## config.mk

```make
export PLATFORM = sky130hd
export DESIGN_NAME = msu_cfg_regs
export DESIGN_NICKNAME = d
export VERILOG_FILES = /design/src/rtl/msu_pkg.sv /design/src/rtl/msu_cfg_regs.sv
export SDC_FILE = /design/constraint.sdc
export NUM_CORES = 1
export LEC_CHECK = 0
export BUFFER_PORTS_ARGS = -buffer_cell sky130_fd_sc_hd__buf_2
export CAP_MARGIN = 20
export CORE_UTILIZATION = 30
export CTS_CLUSTER_SIZE = 10
export DETAILED_ROUTE_END_ITERATION = 10
export MAX_ROUTING_LAYER = met4
export PLACE_DENSITY = 0.59
export SYNTH_ARGS = -nofsm -noshare
export SYNTH_HDL_FRONTEND = slang
export SYNTH_SLANG_ARGS = --single-unit
export TNS_END_PERCENT = 50
```

## constraint.sdc

```tcl
create_clock -name i_clk -period 2.4 [get_ports i_clk]
set_clock_uncertainty 0.2 [all_clocks]
set_input_delay 0.24 -clock i_clk [delete_from_list [all_inputs] [get_ports i_clk]]
set_output_delay 0.24 -clock i_clk [all_outputs]
set_load 0.05 [all_outputs]
```

## src/rtl/msu_pkg.sv

```systemverilog
// ----------------------------------------------------------------------------
// msu_pkg
// Shared types and constants of the momentum stencil update pipeline.
// ----------------------------------------------------------------------------
package msu_pkg;

    localparam int FLD_W     = 32;   // Q16.16 field width
    localparam int COEF_W    = 32;   // Q8.24 coefficient width
    localparam int CFG_IDX_W = 3;
    localparam int ACC_W     = 112;  // exact accumulator, 64 fraction bits
    localparam int CONV_W    = 104;  // coefficient-scaled sums: conv 56, visc 64 fraction bits

    // Configuration register indexes
    localparam logic [CFG_IDX_W-1:0] REG_DT_OVER_DX    = 3'd0;
    localparam logic [CFG_IDX_W-1:0] REG_DT_OVER_DY    = 3'd1;
    localparam logic [CFG_IDX_W-1:0] REG_DT_OVER_DX_SQ = 3'd2;
    localparam logic [CFG_IDX_W-1:0] REG_DT_OVER_DY_SQ = 3'd3;
    localparam logic [CFG_IDX_W-1:0] REG_VISCOSITY     = 3'd4;

    // Component select
    localparam logic CMD_U = 1'b0;
    localparam logic CMD_V = 1'b1;

    // Alignment shifts to 64 fraction bits (0.25 folds into the convective shift)
    localparam int CONV_ALIGN  = 6;
    localparam int PRESS_ALIGN = 24;
    localparam int CENTER_ALIGN = 48;
    localparam int OUT_SHIFT   = 48;
    localparam logic [ACC_W-1:0] RND_BIAS = {{(ACC_W-1){1'b0}}, 1'b1} << 47;

    localparam logic [FLD_W-1:0] SAT_POS = 32'h7FFF_FFFF;
    localparam logic [FLD_W-1:0] SAT_NEG = 32'h8000_0000;

    typedef struct packed {
        logic [COEF_W-1:0] dt_over_dx;
        logic [COEF_W-1:0] dt_over_dy;
        logic [COEF_W-1:0] dt_over_dx_sq;
        logic [COEF_W-1:0] dt_over_dy_sq;
        logic [COEF_W-1:0] viscosity;
    } t_coef;

    // Front end result: raw stencil products, Q32.32 / Q16.40 / Q16.40 scale
    typedef struct packed {
        logic               cmd;
        logic signed [31:0] c;
        logic signed [66:0] d_al;
        logic signed [66:0] d_ac;
        logic signed [67:0] lap;
        logic signed [65:0] press;
    } t_front;

    // Scaled terms, ready for final accumulation
    typedef struct packed {
        logic signed [31:0]       c;
        logic signed [65:0]       press;
        logic signed [CONV_W-1:0] conv;
        logic signed [CONV_W-1:0] visc;
    } t_scaled;

endpackage

```

## src/rtl/msu_cfg_regs.sv

```systemverilog
// ----------------------------------------------------------------------------
// msu_cfg_regs
// Coefficient register file written through the configuration channel.
// ----------------------------------------------------------------------------
module msu_cfg_regs (
    input  logic                           i_clk,
    input  logic                           i_rst_n,
    input  logic                           i_cfg_valid,
    output logic                           o_cfg_ready,
    input  logic [msu_pkg::CFG_IDX_W-1:0]  i_cfg_index,
    input  logic [msu_pkg::COEF_W-1:0]     i_cfg_data,
    output msu_pkg::t_coef                 o_coef
);
    import msu_pkg::*;

    t_coef r_coef;
    t_coef n_coef;

    assign o_cfg_ready = 1'b1;
    assign o_coef      = r_coef;

    always_comb begin
        n_coef = r_coef;
        if (i_cfg_valid) begin
            unique case (i_cfg_index)
                REG_DT_OVER_DX:    n_coef.dt_over_dx    = i_cfg_data;
                REG_DT_OVER_DY:    n_coef.dt_over_dy    = i_cfg_data;
                REG_DT_OVER_DX_SQ: n_coef.dt_over_dx_sq = i_cfg_data;
                REG_DT_OVER_DY_SQ: n_coef.dt_over_dy_sq = i_cfg_data;
                REG_VISCOSITY:     n_coef.viscosity     = i_cfg_data;
                default:           n_coef = r_coef;  // drop writes past the list
            endcase
        end
    end

    always_ff @(posedge i_clk) begin
        if (!i_rst_n) begin
            r_coef <= '0;
        end else begin
            r_coef <= n_coef;
        end
    end

    a_visc_write: assert property (@(posedge i_clk) disable iff (!i_rst_n)
        (i_cfg_valid && i_cfg_index == REG_VISCOSITY)
            |=> (r_coef.viscosity == $past(i_cfg_data)))
        else $error("viscosity write not taken");

endmodule

```

# Yosys cells after proc, flatten, opt, wreduce, memory -nomap -nowiden
# Cells that the tools add are included.
totals:
  reg_bits: 160
  out_inout_bits: 161
op_classes:
  n_eq_ne: 4
  reduce_logical: 6
op_table:
  columns: ["cell", "n"]
  rows:
  - ["$reduce_and A2 Y1", 5]
  - ["$eq A3 B2 Y1 const B", 2]
  - ["$eq A3 B1 Y1 const B", 1]
  - ["$eq A3 B3 Y1 const B", 1]
  - ["$logic_not A3 Y1", 1]

# Longest topological paths before layout
logic_depth:
  ltp_word: 2
  depth_mapped: 4
  depth_no_buf: 2

# Least setup slack after synthesis
# Ideal clock, no wire load.
synth_path:
  path_type: "input to register"
  start: "in i_cfg_index[0] (netlist bit)"
  end: "reg r_coef, in the netlist o_coef[128]"
  path_slack_ns: 1.072
  arrival_ns: 1.057
  n_path_buf: 1
  cell_stages: 3
  path_cell_list: "nor4b_4 -> buf_6 -> mux2i_1"
synth_via:
  elab_chain_len: 2
synth_rtl:
  columns: ["item", "line", "source"]
  rows:
  - ["from (decl)", "msu_cfg_regs.sv:10", "input logic [msu_pkg::CFG_IDX_W-1:0] i_cfg_index,"]
  - ["$logic_not A3 Y1", "msu_cfg_regs.sv:25", "unique case (i_cfg_index)"]
  - ["$reduce_and A2 Y1 (no source line)", null, null]
  - ["to (signal assigned)", "msu_cfg_regs.sv:40", "r_coef <= n_coef;"]
  - ["to (decl)", "msu_cfg_regs.sv:16", "t_coef r_coef;"]
# No other way between the ends.
# A chain may end at the register's enable or synchronous reset.

# Worst setup path in the final report
layout_path:
  start: "reg r_coef, in the netlist o_coef[95]"
  end: "out o_coef[95] (netlist bit)"
layout_lines:
  columns: ["item", "line", "source"]
  rows:
  - ["to (decl)", "msu_cfg_regs.sv:12", "output msu_pkg::t_coef o_coef"]
# No word-level cell between the ends.

==> results.md <==
- Post-DP Area: 0.00713 mm²
- CP max stage cell: dfxtp_1
- GRT Overall Usage: 16.8%
- Highest Clock Rate: 632 MHz
- Combinational family with the most area after synthesis: multiplexers
- CTS-repair resized insts: 0
- Root Buffer: clkbuf_16
- Post-synthesis mux area share: 27.5%
- Vias: 4512
- Initial Util: 30.8%
- GR Overflow Total: 0
- Non-Filler Instances: 1033
- Run status: completed
- Max_slew headroom: 39.8%
- Unrepaired setup endpoints after global routing: no
- Crit start category: flip-flop
- Pin count of the biggest net entering global routing: 41
- Die height: 141 µm
- Setup WS pre-CTS: 0.433 ns
- Synth top area cells: dfxtp_1, mux2i_1, nand2_1
- Drt pass-1 iters: 5
- Max Cap Viol: 0
- Initial antenna violation count: 0
- CTS Sinks: 160
- Area growth, synth to finish: 34.5%
- Worst vdd ir: 0.450 mV
- Min-delay src: i_cfg_data[0]
- Final Max Tran Viols: 0
- Post-synthesis compound-gate area fraction: 0%
- DRC: 0
- CTS clk-pin slew, worst paths: 0.06 ns
- Hold buffer count at cts: 11
- Max FFs per register: 160
- CP Buf/Inv Count: 1
- Post-CTS Setup Bufs: 0
- Vias in the first global route: 4420
- HP Class: input port to flip-flop
- Commonest cells after routing, fill and taps aside: buf_2, nand2_1, mux2i_1, dfxtp_1, clkbuf_16
- R2r setup slk: 1.49 ns
- Placed Instances: 992
- Slew @ Worst Pin: 0.901 ns
- R2R Path End: o_coef[95]
- Static Leakage: 4.26 nW
- Cell taking the most area after synthesis: dfxtp_1
- Critical path class: flip-flop to output pin
- Synth Instances: 558
- Arrival time worst endpoint: 1.14 ns
- Synth unique cells: 12
- Setup TNS: 0 ns
- Die W: 141 µm
- Syn nets: 596
- Hold-critical path endpoint: o_coef[32]
- CTS tree: done
- Worst-path maximum fanout: 2
- Crit-path leading delay family: flip-flops
- Worst R2R Start: o_coef[95]
- Simple-Gate Fraction of Synth Area: 13.5%
- Adder-cell area share of the yosys netlist: 0%
- Yosys reg bits: 160
- PortBufs: 197
- Synthesized area per cell: 10.4 µm²
- Routed wire length per instance: 15.4 µm
- Crit-path cells: buf_2
- Remaining antenna violation count after routing: 0
- First-pass GRT wire length: 24800 µm
- Diodes inserted: 0
- Most common cell after layout, fill and taps aside: buf_2
- Iteration-0 DRC Markers: 177
- Synthesized area: 0.00583 mm²
- Sequential fraction of the synthesis area: 55.0%
- Synth warn: 0
- Post-DP HPWL: 10600 µm
- PD cells: 773 mW/mm²
- Die ar.: 0.0200 mm²
- Final WL: 15900 µm
- Worst EP required: 1.96 ns
- IO Count: 199
- Core area: 0.0189 mm²
- Yosys top cell area share: 55.0%
- GP Congestion: 0.725
- Clock period minus worst slack: 1.58 ns
- Worst setup EP type: output pin
- Final hold violation count: 0
- Setup ws final: 0.819 ns
- # rows: 50
- Hold slack: 0.00479 ns
- Htree depth: 4
- TritonCTS Buffers: 17
- Xor and xnor area share after synthesis: 0%
- Max clock buf depth: 2
- Later-pin clock latency in the skew report: 0.42 ns
- Share of post-route cells with drive strength above 1: 31.6%
- R2R cell count: 2
- Nets: 801
- Period Utilization, post-route: 65.9%
- Setup-failing EPs final: 0
- Via/cell ratio: 4.37
- Final instance area: 0.00783 mm²
- Slowest stage delay, CP: 0.42 ns
- Hold path depth: 3
-- worst max-delay path by stage --
stage	startpoint	to	slack, ns	cells after the start
2_1_floorplan	i_cfg_index[0]	o_coef[128]	1.07	3
3_5_place_dp	i_cfg_index[2]	o_coef[78]	0.43	3
4_1_cts	o_coef[95]	o_coef[95]	0.80	1
5_1_grt	i_cfg_index[2]	o_coef[64]	0.77	3
6_report	o_coef[95]	o_coef[95]	0.82	1
3_3_place_gp	i_cfg_index[2]	o_coef[73]	0.49	3
-- layout make-up --
class / instances / area [µm²]
clock buffer: 23 / 478
multi-input combinational: 358 / 2440
timing repair buffer: 226 / 1280
tap: 260 / 325
fill: 1914 / 11100
sequential: 160 / 3200
clock inverter: 6 / 108
-- tightest hold or removal path: cells and delay by family --
kind                   cells  cell delay (ns)
buffers and inverters      1             0.08
muxes                      1             0.14
and+or+nand+nor            1             0.12
-- kinds of logic (layout without fill, tap and decap cells) --
group                  Yosys count  in the layout
muxes                          160            160
DFF                            160            160
buffers and inverters           40            255
and+or+nand+nor                197            197
other                            1              1
-- synth_stat cells --
cell type and instances:
nand4b_1 1, buf_2 7, nand4bb_1 3, clkbuf_1 14
buf_4 13, buf_6 3, conb_1 1, nand2_1 192
dfxtp_1 160, mux2i_1 160, buf_1 3, nor4b_4 1
-- power by group --
group / switching [mW] / internal (mW)
Sequential: 0.0280 / 2.72
Combinational: 0.415 / 0.164
Clock: 1.04 / 1.70
-- per-stage QoR --
step,power (mW),utilization [%]
final,6.06,41.5
after global routing,6.29,41.5
after CTS,6.14,41.4
after detailed placement,3.37,37.7
after global placement,3.37,37.7
after floorplan,3.19,-
-- per-layer routing --
layer / up-vias / wire length [µm] / part of all wire (%) / global-route usage [%]
met2: 150 / 7090 / 45 / 25.9
met5: - / 0 / 0 / -
met3: 15 / 1070 / 6.7 / 5.64
met4: 0 / 208 / 1.3 / 5.26
met1: 2108 / 7500 / 47 / 20.7
li1: 2239 / - / - / -
No activity file was read; power rests on OpenSTA's default activity.
